`config.mk`:
```
export PLATFORM = sky130hd
export DESIGN_NAME = reactive_robot_navigation_fsm
export DESIGN_NICKNAME = d
export VERILOG_FILES = /design/src/hw/rtl/rrn_pkg.sv /design/src/hw/rtl/rrn_mode.sv /design/src/hw/rtl/rrn_cordic.sv /design/src/hw/rtl/reactive_robot_navigation_fsm.sv
export SDC_FILE = /design/constraint.sdc
export NUM_CORES = 1
export LEC_CHECK = 0
export ABC_AREA = 1
export ABC_CLOCK_PERIOD_IN_PS = 11100
export BUFFER_PORTS_ARGS = -buffer_cell sky130_fd_sc_hd__buf_2
export CAP_MARGIN = 20
export CORE_MARGIN = 8
export CORE_UTILIZATION = 61
export CTS_CLUSTER_DIAMETER = 120
export DETAILED_ROUTE_END_ITERATION = 16
export GPL_TIMING_DRIVEN = 1
export PLACE_DENSITY = 0.81
export SKIP_CTS_REPAIR_TIMING = 1
export SYNTH_ARGS = -nofsm -noshare
export SYNTH_HDL_FRONTEND = slang
export SYNTH_SLANG_ARGS = --single-unit
export TNS_END_PERCENT = 5
```
`constraint.sdc`:
```
create_clock -name clk -period 11.1 [get_ports clk]
set_clock_uncertainty 0.15 [all_clocks]
set_input_delay 2.22 -clock clk [delete_from_list [all_inputs] [get_ports clk]]
set_output_delay 2.22 -clock clk [all_outputs]
set_load 0.005 [all_outputs]
```
`src/hw/rtl/rrn_pkg.sv`:
```
package rrn_pkg;

  // CORDIC iteration count, capped at 24; angle entries past the 15th are zero.
  localparam int CORDIC_STEPS = 16;
  localparam int CORDIC_ITERS = (CORDIC_STEPS < 24) ? CORDIC_STEPS : 24;
  localparam int STEP_W       = (CORDIC_ITERS > 1) ? $clog2(CORDIC_ITERS) : 1;

  // Datapath widths: light minus position, scaled CORDIC vector, wheel drive.
  localparam int DXY_W  = 18;
  localparam int CORD_W = 28;
  localparam int DRV_W  = 18;

  // Navigation modes.
  localparam logic [2:0] MODE_SEEK     = 3'd0;
  localparam logic [2:0] MODE_AVOID    = 3'd1;
  localparam logic [2:0] MODE_TURN_L   = 3'd2;
  localparam logic [2:0] MODE_TURN_R   = 3'd3;
  localparam logic [2:0] MODE_FOLLOW_L = 3'd4;
  localparam logic [2:0] MODE_FOLLOW_R = 3'd5;

  // Thresholds and drive levels in Q2.14.
  localparam logic signed [15:0] TH_095 = 16'sd15565;
  localparam logic signed [15:0] TH_08  = 16'sd13107;
  localparam logic signed [15:0] TH_07  = 16'sd11469;
  localparam logic signed [15:0] TH_06  = 16'sd9830;
  localparam logic signed [15:0] TH_05  = 16'sd8192;
  localparam logic signed [15:0] TH_04  = 16'sd6554;
  localparam logic signed [15:0] TH_03  = 16'sd4915;
  localparam logic signed [15:0] TH_02  = 16'sd3277;
  localparam logic signed [15:0] TH_015 = 16'sd2458;
  localparam logic signed [15:0] TH_005 = 16'sd819;
  localparam logic signed [15:0] ONE_Q  = 16'sd16384;

  localparam logic [7:0] AVOID_TICKS = 8'd10;
  localparam logic [7:0] TURN_TICKS  = 8'd20;

  typedef struct packed {
    logic signed [15:0] range_left;
    logic signed [15:0] range_mid;
    logic signed [15:0] range_right;
    logic signed [15:0] light_level;
    logic signed [15:0] pos_x;
    logic signed [15:0] pos_y;
    logic        [15:0] heading_angle;
  } in_item_t;

  typedef struct packed {
    logic signed [15:0] wheel_left;
    logic signed [15:0] wheel_right;
    logic        [2:0]  mode;
  } out_item_t;

  // Mode update handed from the transition logic to the sequencer.
  typedef struct packed {
    logic [2:0]              mode;
    logic [7:0]              ticks;
    logic                    seek;
    logic signed [DRV_W-1:0] wl;
    logic signed [DRV_W-1:0] wr;
  } mode_upd_t;

  // Rounded arctangent of 2^-i in binary angle units.
  function automatic logic [15:0] atan_entry(input logic [4:0] idx);
    logic [15:0] v;
    unique case (idx)
      5'd0:    v = 16'd8192;
      5'd1:    v = 16'd4836;
      5'd2:    v = 16'd2555;
      5'd3:    v = 16'd1297;
      5'd4:    v = 16'd651;
      5'd5:    v = 16'd326;
      5'd6:    v = 16'd163;
      5'd7:    v = 16'd81;
      5'd8:    v = 16'd41;
      5'd9:    v = 16'd20;
      5'd10:   v = 16'd10;
      5'd11:   v = 16'd5;
      5'd12:   v = 16'd3;
      5'd13:   v = 16'd1;
      5'd14:   v = 16'd1;
      default: v = 16'd0;
    endcase
    return v;
  endfunction

endpackage

```
`src/hw/rtl/rrn_mode.sv`:
```
module rrn_mode (
  input  logic [2:0]             nav_mode,
  input  logic [7:0]             mode_ticks,
  input  logic signed [15:0]     sl,
  input  logic signed [15:0]     sm,
  input  logic signed [15:0]     sr,
  output rrn_pkg::mode_upd_t     upd
);
  import rrn_pkg::*;

  logic [7:0] ticks_inc;
  logic [2:0] m;
  logic       clr;

  // Tick timer saturates instead of wrapping.
  assign ticks_inc = (mode_ticks == 8'hFF) ? 8'hFF : mode_ticks + 8'd1;

  // Threshold transitions; the emergency rule overrides every mode.
  always_comb begin
    m   = nav_mode;
    clr = 1'b0;
    priority if (sm > TH_095 || sl > TH_095 || sr > TH_095) begin
      m   = MODE_AVOID;
      clr = 1'b1;
    end else if (nav_mode == MODE_AVOID) begin
      if (ticks_inc > AVOID_TICKS) begin
        m   = (sl > sr) ? MODE_TURN_R : MODE_TURN_L;
        clr = 1'b1;
      end
    end else if (nav_mode == MODE_TURN_L || nav_mode == MODE_TURN_R) begin
      if (ticks_inc > TURN_TICKS && sm < TH_04) begin
        m   = MODE_SEEK;
        clr = 1'b1;
      end
    end else if (nav_mode == MODE_FOLLOW_L) begin
      if (sl < TH_015 || sm > TH_06) begin
        m   = MODE_SEEK;
        clr = 1'b1;
      end
    end else if (nav_mode == MODE_FOLLOW_R) begin
      if (sr < TH_015 || sm > TH_06) begin
        m   = MODE_SEEK;
        clr = 1'b1;
      end
    end else begin
      clr = 1'b1;
      priority if (sm > TH_06) begin
        m = MODE_AVOID;
      end else if (sl > TH_05 && sr < TH_03) begin
        m = MODE_TURN_R;
      end else if (sr > TH_05 && sl < TH_03) begin
        m = MODE_TURN_L;
      end else if (sl > TH_03 && sl < TH_07) begin
        m = MODE_FOLLOW_L;
      end else if (sr > TH_03 && sr < TH_07) begin
        m = MODE_FOLLOW_R;
      end else begin
        m   = MODE_SEEK;
        clr = 1'b0;
      end
    end
  end

  // Fixed wheel drives for every mode but seek.
  always_comb begin
    upd.mode  = m;
    upd.ticks = clr ? 8'd0 : ticks_inc;
    upd.seek  = 1'b0;
    upd.wl    = DRV_W'(TH_07);
    upd.wr    = DRV_W'(TH_07);
    unique case (m)
      MODE_AVOID: begin
        upd.wl = -DRV_W'(TH_08);
        upd.wr = -DRV_W'(TH_08);
      end
      MODE_TURN_L: begin
        upd.wl = -DRV_W'(TH_05);
        upd.wr = DRV_W'(TH_05);
      end
      MODE_TURN_R: begin
        upd.wl = DRV_W'(TH_05);
        upd.wr = -DRV_W'(TH_05);
      end
      MODE_FOLLOW_L: begin
        if (sl > TH_05) begin
          upd.wl = DRV_W'(TH_08);
          upd.wr = DRV_W'(TH_05);
        end else if (sl < TH_02) begin
          upd.wl = DRV_W'(TH_05);
          upd.wr = DRV_W'(TH_08);
        end else begin
          upd.wl = DRV_W'(TH_06);
          upd.wr = DRV_W'(TH_07);
        end
      end
      MODE_FOLLOW_R: begin
        if (sr > TH_05) begin
          upd.wl = DRV_W'(TH_05);
          upd.wr = DRV_W'(TH_08);
        end else if (sr < TH_02) begin
          upd.wl = DRV_W'(TH_08);
          upd.wr = DRV_W'(TH_05);
        end else begin
          upd.wl = DRV_W'(TH_07);
          upd.wr = DRV_W'(TH_06);
        end
      end
      default: begin
        upd.seek = 1'b1;
      end
    endcase
  end

endmodule

```
`src/hw/rtl/rrn_cordic.sv`:
```
module rrn_cordic (
  input  logic                             clk,
  input  logic                             rst,
  input  logic                             start,
  input  logic signed [rrn_pkg::DXY_W-1:0] dx,
  input  logic signed [rrn_pkg::DXY_W-1:0] dy,
  output logic                             busy,
  output logic                             done,
  output logic [15:0]                      angle
);
  import rrn_pkg::*;

  logic signed [CORD_W-1:0] x;
  logic signed [CORD_W-1:0] y;
  logic [15:0]              z;
  logic [STEP_W-1:0]        cnt;
  logic signed [CORD_W-1:0] x0;
  logic signed [CORD_W-1:0] y0;
  logic signed [CORD_W-1:0] xs;
  logic signed [CORD_W-1:0] ys;
  logic [15:0]              atan_v;

  // Vector scaled by 256 before the rotations.
  assign x0 = {{(CORD_W-DXY_W-8){dx[DXY_W-1]}}, dx, 8'b0};
  assign y0 = {{(CORD_W-DXY_W-8){dy[DXY_W-1]}}, dy, 8'b0};

  // One vectoring step per cycle through the shared shifter and adders.
  assign xs     = x >>> cnt;
  assign ys     = y >>> cnt;
  assign atan_v = atan_entry(5'(cnt));
  assign angle  = z;

  always_ff @(posedge clk) begin
    if (rst) begin
      busy <= 1'b0;
      done <= 1'b0;
      cnt  <= '0;
    end else begin
      done <= 1'b0;
      if (start) begin
        cnt <= '0;
        if (dx == '0 && dy == '0) begin
          // Zero vector: the angle is zero.
          z    <= 16'd0;
          done <= 1'b1;
        end else begin
          busy <= 1'b1;
          if (x0 < 0) begin
            x <= -x0;
            y <= -y0;
            z <= 16'd32768;
          end else begin
            x <= x0;
            y <= y0;
            z <= 16'd0;
          end
        end
      end else if (busy) begin
        if (!y[CORD_W-1]) begin
          x <= x + ys;
          y <= y - xs;
          z <= z + atan_v;
        end else begin
          x <= x - ys;
          y <= y + xs;
          z <= z - atan_v;
        end
        if (cnt == STEP_W'(CORDIC_ITERS - 1)) begin
          busy <= 1'b0;
          done <= 1'b1;
        end else begin
          cnt <= cnt + 1'b1;
        end
      end
    end
  end

endmodule

```
`src/hw/rtl/reactive_robot_navigation_fsm.sv`:
```
// Reactive robot navigation controller: one control tick per input transaction.
// The input channel (in_valid/in_ready/in_item) carries the three obstacle
// sensors, the light level, the position and the heading. Each accepted
// transaction yields exactly one result transaction on out_valid/out_ready/
// out_item: the new navigation mode and the two wheel drives in Q2.14.
// The light position sits in two registers on the APB port (light_x at 0,
// light_y at 4); write them only while the block is idle.
// A tick that lands in a fixed-drive mode goes from S_IDLE to S_OUT and
// then into the output register. A seek tick runs the iterative CORDIC,
// one step per cycle through a single shifter/adder set, then a shared
// multiplier, and scales both drives down in S_SCL_L and S_SCL_R when the
// light is close enough; on the light itself the CORDIC ends at once.
// The block takes one tick at a time; in_ready is high only while the
// sequencer waits for work, so a new tick is taken only after the last one
// has left S_OUT. Reset puts the block in seek mode with the tick timer at
// zero and the light at (0.5, 0.5). A finished result waits in the output
// register while the receiver stalls; the block still accepts the next tick
// meanwhile, but does not finish it until the output register is free.
module reactive_robot_navigation_fsm (
  input  logic               clk,
  input  logic               rst,
  input  logic               in_valid,
  output logic               in_ready,
  input  rrn_pkg::in_item_t  in_item,
  output logic               out_valid,
  input  logic               out_ready,
  output rrn_pkg::out_item_t out_item,
  input  logic               psel,
  input  logic               penable,
  input  logic               pwrite,
  input  logic [2:0]         paddr,
  input  logic [31:0]        pwdata,
  output logic [31:0]        prdata,
  output logic               pready
);
  import rrn_pkg::*;

  localparam logic [2:0] S_IDLE   = 3'd0;
  localparam logic [2:0] S_CORDIC = 3'd1;
  localparam logic [2:0] S_MULT   = 3'd2;
  localparam logic [2:0] S_SCL_L  = 3'd3;
  localparam logic [2:0] S_SCL_R  = 3'd4;
  localparam logic [2:0] S_OUT    = 3'd5;

  localparam logic signed [DRV_W-1:0]   KSCALE    = DRV_W'(TH_03);
  localparam logic signed [DRV_W-1:0]   SEEK_BASE = DRV_W'(TH_07);
  localparam logic signed [2*DRV_W-1:0] RND_T     = (2*DRV_W)'(16384);
  localparam logic signed [2*DRV_W-1:0] RND_S     = (2*DRV_W)'(8192);

  logic [2:0]              state;
  logic [2:0]              state_next;
  logic [14:0]             light_x;
  logic [14:0]             light_y;
  logic [2:0]              nav_mode;
  logic [7:0]              mode_ticks;
  logic [15:0]             heading;
  logic                    near_light;
  logic signed [15:0]      err;
  logic signed [DRV_W-1:0] wl;
  logic signed [DRV_W-1:0] wr;
  logic                    in_fire;
  logic                    out_free;
  mode_upd_t               upd;
  logic signed [DXY_W-1:0] dx;
  logic signed [DXY_W-1:0] dy;
  logic                    cordic_start;
  logic                    cordic_busy;
  logic                    cordic_done;
  logic [15:0]             cordic_angle;
  logic signed [DRV_W-1:0]   mul_a;
  logic signed [2*DRV_W-1:0] prod;
  logic signed [2*DRV_W-1:0] rnd;
  logic signed [DRV_W-1:0]   mul_res;

  function automatic logic signed [15:0] clamp_q(input logic signed [DRV_W-1:0] v);
    logic signed [15:0] r;
    if (v > DRV_W'(ONE_Q)) begin
      r = ONE_Q;
    end else if (v < -DRV_W'(ONE_Q)) begin
      r = -ONE_Q;
    end else begin
      r = 16'(v);
    end
    return r;
  endfunction

  assign in_ready = (state == S_IDLE);
  assign in_fire  = in_valid && in_ready;
  assign out_free = !out_valid || out_ready;

  // Configuration port: writes complete in the access phase, no wait states.
  assign pready = 1'b1;
  assign prdata = paddr[2] ? {17'b0, light_y} : {17'b0, light_x};

  always_ff @(posedge clk) begin
    if (rst) begin
      light_x <= 15'd8192;
      light_y <= 15'd8192;
    end else if (psel && penable && pwrite) begin
      if (paddr[2]) begin
        light_y <= pwdata[14:0];
      end else begin
        light_x <= pwdata[14:0];
      end
    end
  end

  // Mode transitions and fixed drives.
  rrn_mode u_mode (
    .nav_mode   (nav_mode),
    .mode_ticks (mode_ticks),
    .sl         (in_item.range_left),
    .sm         (in_item.range_mid),
    .sr         (in_item.range_right),
    .upd        (upd)
  );

  // Angle to the light.
  assign dx = DXY_W'({1'b0, light_x}) - DXY_W'(in_item.pos_x);
  assign dy = DXY_W'({1'b0, light_y}) - DXY_W'(in_item.pos_y);
  assign cordic_start = in_fire && upd.seek;

  rrn_cordic u_cordic (
    .clk   (clk),
    .rst   (rst),
    .start (cordic_start),
    .dx    (dx),
    .dy    (dy),
    .busy  (cordic_busy),
    .done  (cordic_done),
    .angle (cordic_angle)
  );

  // Shared multiplier: steering gain on the error, then the near-light scaling.
  always_comb begin
    unique case (state)
      S_SCL_L: mul_a = wl;
      S_SCL_R: mul_a = wr;
      default: mul_a = DRV_W'(err);
    endcase
  end

  assign prod    = (2*DRV_W)'(mul_a) * (2*DRV_W)'(KSCALE);
  assign rnd     = prod + ((state == S_MULT) ? RND_T : RND_S);
  assign mul_res = (state == S_MULT) ? DRV_W'(rnd >>> 15) : DRV_W'(rnd >>> 14);

  // Sequencer.
  always_comb begin
    state_next = state;
    unique case (state)
      S_IDLE: begin
        if (in_fire) begin
          state_next = upd.seek ? S_CORDIC : S_OUT;
        end
      end
      S_CORDIC: begin
        if (cordic_done) begin
          state_next = S_MULT;
        end
      end
      S_MULT: begin
        state_next = near_light ? S_SCL_L : S_OUT;
      end
      S_SCL_L: begin
        state_next = S_SCL_R;
      end
      S_SCL_R: begin
        state_next = S_OUT;
      end
      S_OUT: begin
        if (out_free) begin
          state_next = S_IDLE;
        end
      end
      default: begin
        state_next = S_IDLE;
      end
    endcase
  end

  always_ff @(posedge clk) begin
    if (rst) begin
      state      <= S_IDLE;
      nav_mode   <= MODE_SEEK;
      mode_ticks <= 8'd0;
    end else begin
      state <= state_next;
      if (in_fire) begin
        nav_mode   <= upd.mode;
        mode_ticks <= upd.ticks;
      end
    end
  end

  // Datapath registers of the tick at work.
  always_ff @(posedge clk) begin
    if (in_fire) begin
      heading    <= in_item.heading_angle;
      near_light <= (in_item.light_level < TH_005);
      wl         <= upd.wl;
      wr         <= upd.wr;
    end
    if (state == S_CORDIC && cordic_done) begin
      err <= $signed(cordic_angle - heading);
    end
    if (state == S_MULT) begin
      wl <= SEEK_BASE + mul_res;
      wr <= SEEK_BASE - mul_res;
    end
    if (state == S_SCL_L) begin
      wl <= mul_res;
    end
    if (state == S_SCL_R) begin
      wr <= mul_res;
    end
  end

  // Output register holds the result until the receiver takes it.
  always_ff @(posedge clk) begin
    if (rst) begin
      out_valid <= 1'b0;
    end else if (state == S_OUT && out_free) begin
      out_valid <= 1'b1;
    end else if (out_ready) begin
      out_valid <= 1'b0;
    end
  end

  always_ff @(posedge clk) begin
    if (state == S_OUT && out_free) begin
      out_item.wheel_left  <= clamp_q(wl);
      out_item.wheel_right <= clamp_q(wr);
      out_item.mode        <= nav_mode;
    end
  end

  // The mode register never leaves the six defined modes.
  a_mode_range: assert property (@(posedge clk) disable iff (rst)
    nav_mode <= MODE_FOLLOW_R)
    else $error("navigation mode out of range");

  // A mode change always restarts the tick timer.
  a_timer_clear: assert property (@(posedge clk) disable iff (rst)
    in_fire && upd.mode != nav_mode |=> mode_ticks == 8'd0)
    else $error("tick timer not cleared on mode change");

  // The CORDIC unit only runs while the sequencer waits for it.
  a_cordic_owned: assert property (@(posedge clk) disable iff (rst)
    cordic_busy |-> state == S_CORDIC)
    else $error("CORDIC busy outside its sequencer state");

  // Presented wheel drives stay within [-1, 1].
  a_drive_clamp: assert property (@(posedge clk) disable iff (rst)
    out_valid |-> out_item.wheel_left <= ONE_Q && out_item.wheel_left >= -ONE_Q
      && out_item.wheel_right <= ONE_Q && out_item.wheel_right >= -ONE_Q)
    else $error("wheel drive outside clamp range");

endmodule
```
==> metrics.log <==
INFO  metric tritoncts = yes
INFO  metric grt_setup_unrepaired = false
INFO  metric synth-seq-area-share = 0.223
INFO  metric route.detailed.drc = 0
INFO  metric design.portCount = about 220
INFO  metric num_vias = between 20000 and 30000
INFO  metric postSynth.asyncResetShare = 0
INFO  metric grtUsageTotal = 0.293
INFO  metric cpPeakStageDelay = around 0.58 ns
INFO  metric core_area = 47700 um^2
INFO  metric detailedRoute.firstPassIterationCount = 6
INFO  metric stdcell_count = 5236
INFO  metric hold_removal_path_class = flip-flop to flip-flop
INFO  metric die_area = 55700 um^2
INFO  metric floorplan.die.width = about 240 um
INFO  metric place.port_buffers = 186
INFO  metric fraction_of_synthesized_cell_area_taken_by_the_top_area_cell_type = 0.179
INFO  metric synth_cell_type_count = 63
INFO  metric gp_congestion = just under 1
INFO  metric synth.avg_cell_area = 6.58 um^2
INFO  metric drt-wirelength-per-cell = 16.3 um
INFO  metric clock_latency_reported_for_the_late_side_of_the_worst_skew_pair = between 0.5 and 0.6 ns
INFO  metric largest_cells_by_area_after_synthesis = sky130_fd_sc_hd__edfxtp_1 18%, sky130_fd_sc_hd__nand2_1 15%, sky130_fd_sc_hd__ha_1 11%, sky130_fd_sc_hd__inv_1 9.9%, sky130_fd_sc_hd__fa_1 6.3%
INFO  metric drtAntennaViolNets = 0
INFO  metric synthDominantAreaCellType = sky130_fd_sc_hd__edfxtp_1
INFO  metric final_hold_viol_count = 0
INFO  metric ys.flop_type = sky130_fd_sc_hd__edfxtp_1
INFO  metric post-place-cells = about 5200
INFO  metric maxCapViolations = 0
INFO  metric drt_wl_total = around 85000 um
INFO  metric numCtsBuffers = 27
INFO  metric critPathMaxFanout = 41
INFO  metric worst-endpoint-required = 11.27 ns
INFO  metric worst-endpoint-arrival = 9.50 ns
INFO  metric grt_pass1_wl = 136000 um
INFO  metric largest_net_degree_at_the_start_of_global_routing = 65
INFO  metric initial_core_util = 0.618
INFO  metric drt_iter0_markers = around 2700
INFO  metric clk_path_buf_depth = 3
INFO  metric path_clk_slew = roughly 0.060 ns
INFO  metric rows = 80
INFO  metric detail_route.vias_per_cell = around 5.6
INFO  metric critical_path_class = flip-flop to flip-flop
INFO  metric outcome = finished clean
INFO  metric layout.nets = a little over 5000
INFO  metric max_freq = approximately 110 MHz
INFO  metric share_of_final_layout_standard_cells_stronger_than_drive_strength_1 = 0.0669
INFO  metric post-route-min-period = roughly 9.3 ns
INFO  metric cts.root.buffer_cell = sky130_fd_sc_hd__clkbuf_16
INFO  metric globalRouteOverflowTotal = 0
INFO  metric clock_sinks = roughly 240
INFO  metric report.final.setup_viol = 0
INFO  metric synth_enable_flop_cells = 176
INFO  metric timing.critical_path.slowest_stage_cell = sky130_fd_sc_hd__nand2_1
INFO  metric startpoint_types = flip-flop
INFO  metric first_global_vias = approximately 27000
INFO  metric synthesis_to_finish_area_growth = 7.28%
INFO  metric yosys_warnings = 0
INFO  metric pins_over_slew_limit = 0
INFO  metric crit_path_end_kind = flip-flop
INFO  metric post_synth_instance_area = 29500 um^2
INFO  metric antenna_violations_before_repair = 1
INFO  metric ys_ff_latch = approximately 240
INFO  metric floorplan.die.height = approximately 240 um
INFO  metric final.setup.tns = 0 ns
INFO  metric synthesis.instances = 4482
INFO  metric hpwl_after_detailed_placement = between 60000 and 70000 um
INFO  metric tightest_slew = roughly 1.1 ns
INFO  metric cts-htree-levels = 1
INFO  metric critical-path-top-cell-by-count = sky130_fd_sc_hd__inv_1
INFO  metric slew_headroom = 0.270
INFO  metric fin_crit_sh = 0.841
-- synthesized netlist by cell type, types with 5 or more instances --
cell and n:
sky130_fd_sc_hd__nor2_4 5, sky130_fd_sc_hd__buf_1 11, sky130_fd_sc_hd__a21o_1 15, sky130_fd_sc_hd__nor3_1 61
sky130_fd_sc_hd__o21ai_0 276, sky130_fd_sc_hd__a211oi_1 9, sky130_fd_sc_hd__buf_2 29, sky130_fd_sc_hd__nor2_2 11
sky130_fd_sc_hd__o21bai_1 15, sky130_fd_sc_hd__nor2_1 401, sky130_fd_sc_hd__ha_1 251, sky130_fd_sc_hd__xnor2_1 50
sky130_fd_sc_hd__a21boi_0 6, sky130_fd_sc_hd__nand4_1 71, sky130_fd_sc_hd__o211ai_1 13, sky130_fd_sc_hd__nor4_1 10
sky130_fd_sc_hd__edfxtp_1 176, sky130_fd_sc_hd__buf_6 11, sky130_fd_sc_hd__or2_2 8, sky130_fd_sc_hd__o21ai_1 91
sky130_fd_sc_hd__and2_1 8, sky130_fd_sc_hd__fa_1 93, sky130_fd_sc_hd__a31oi_1 18, sky130_fd_sc_hd__o31ai_1 11
sky130_fd_sc_hd__nand2_1 1151, sky130_fd_sc_hd__clkbuf_1 56, sky130_fd_sc_hd__dfxtp_1 65, sky130_fd_sc_hd__inv_2 5
sky130_fd_sc_hd__o22ai_1 17, sky130_fd_sc_hd__a21oi_1 254, sky130_fd_sc_hd__inv_1 780, sky130_fd_sc_hd__buf_4 25
sky130_fd_sc_hd__nand3b_1 13, sky130_fd_sc_hd__mux2i_1 20, sky130_fd_sc_hd__nand3_1 287, sky130_fd_sc_hd__xor2_1 99
-- routing by layer --
layer	GRT usage	vias up	share of wire
li1	-	14700	-
met1	0.404	13100	0.45
met2	0.460	1183	0.43
met3	0.0621	146	0.093
met4	0.0831	0	0.030
met5	0	-	0
-- worst max-delay path: cells and delay by family, from the launching register on --
kind                       cells  cell delay, ns
and+or+nand+nor               17            2.69
adders and majority gates      7            3.17
DFF                            1            0.40
AOI/OAI and AO/OA              2            0.47
buffers and inverters         11            2.13
-- layout make-up --
type | instances | area, um^2
diodes | 1 | 2.50
clock buffers | 37 | 779
clock inverters | 12 | 138
fillers | 4393 | 16100
inverters | 789 | 2960
multi-input cells | 3335 | 19300
flip-flops and latches | 241 | 6590
well taps | 615 | 769
repair buffers | 206 | 1090
-- layout by cell type (no fill, tap or decap), types with 11 or more instances in the layout --
| cell | netlist | routed |
|---|---|---|
| sky130_fd_sc_hd__xor2_1 | 99 | 99 |
| sky130_fd_sc_hd__buf_2 | 29 | 186 |
| sky130_fd_sc_hd__a21o_1 | 15 | 15 |
| sky130_fd_sc_hd__nand4_1 | 71 | 71 |
| sky130_fd_sc_hd__ha_1 | 251 | 251 |
| sky130_fd_sc_hd__conb_1 | 2 | 18 |
| sky130_fd_sc_hd__nor2_1 | 401 | 397 |
| sky130_fd_sc_hd__o21ai_0 | 276 | 276 |
| sky130_fd_sc_hd__dfxtp_1 | 65 | 63 |
| sky130_fd_sc_hd__xnor2_1 | 50 | 50 |
| sky130_fd_sc_hd__a31oi_1 | 18 | 18 |
| sky130_fd_sc_hd__nor3_1 | 61 | 60 |
| sky130_fd_sc_hd__buf_4 | 25 | 19 |
| sky130_fd_sc_hd__o21ai_1 | 91 | 91 |
| sky130_fd_sc_hd__edfxtp_1 | 176 | 176 |
| sky130_fd_sc_hd__nand3_1 | 287 | 287 |
| sky130_fd_sc_hd__fa_1 | 93 | 93 |
| sky130_fd_sc_hd__o22ai_1 | 17 | 17 |
| sky130_fd_sc_hd__o21bai_1 | 15 | 15 |
| sky130_fd_sc_hd__nand2_1 | 1151 | 1151 |
| sky130_fd_sc_hd__o211ai_1 | 13 | 13 |
| sky130_fd_sc_hd__nor2_2 | 11 | 13 |
| sky130_fd_sc_hd__clkbuf_16 | 0 | 29 |
| sky130_fd_sc_hd__o31ai_1 | 11 | 11 |
| sky130_fd_sc_hd__inv_1 | 780 | 780 |
| sky130_fd_sc_hd__a21oi_1 | 254 | 254 |
| sky130_fd_sc_hd__nand3b_1 | 13 | 13 |
| sky130_fd_sc_hd__mux2i_1 | 20 | 20 |
-- metrics by stage --
stage               cell area (um^2)  setup WS, ns  utilization  hold slack (ns)
global route                   31600          1.20        0.663            0.363
CTS                            31600          1.97        0.662            0.337
global placement               30700          2.12        0.643            0.320
detailed placement             30700          2.06        0.643            0.329
finish                         31700          1.76        0.663            0.336
floorplan                      29600          3.75            -            0.297
-- kinds of logic after synthesis --
family / share of synthesized area
AO/OA/AOI/OAI: 0.138
XOR/XNOR: 0.0442
adder cells (fa/ha/maj): 0.170
buffers and inverters: 0.125
flip-flops: 0.223
multiplexers: 0.00679
other: 0.000255
AND/OR/NAND/NOR: 0.293
-- worst paths after layout --
path | startpoint | end | slack (ns) | cells after the start
max | state[2]$_SDFFE_PP0P_ | wl[14]$_DFFE_PP_ | 1.76 | 37
min | mode_ticks[3]$_SDFFE_PP0P_ | mode_ticks[3]$_SDFFE_PP0P_ | 0.34 | 2
max reg2reg | state[2]$_SDFFE_PP0P_ | wl[14]$_DFFE_PP_ | 1.76 | 37
min reg2reg | mode_ticks[3]$_SDFFE_PP0P_ | mode_ticks[3]$_SDFFE_PP0P_ | 0.34 | 2
-- registers in the layout, summed over array words and instances, names as in the netlist, 16 cells and up --
register and cells:
err 16, out_item 35, wr 18, u_cordic.angle 16, heading 16, u_cordic.y 28
wl 18, u_cordic.x 28
Power is left out: the tool's default activity adds up to more than one toggle a clock period on the data nets, which glitch-free logic cannot reach.
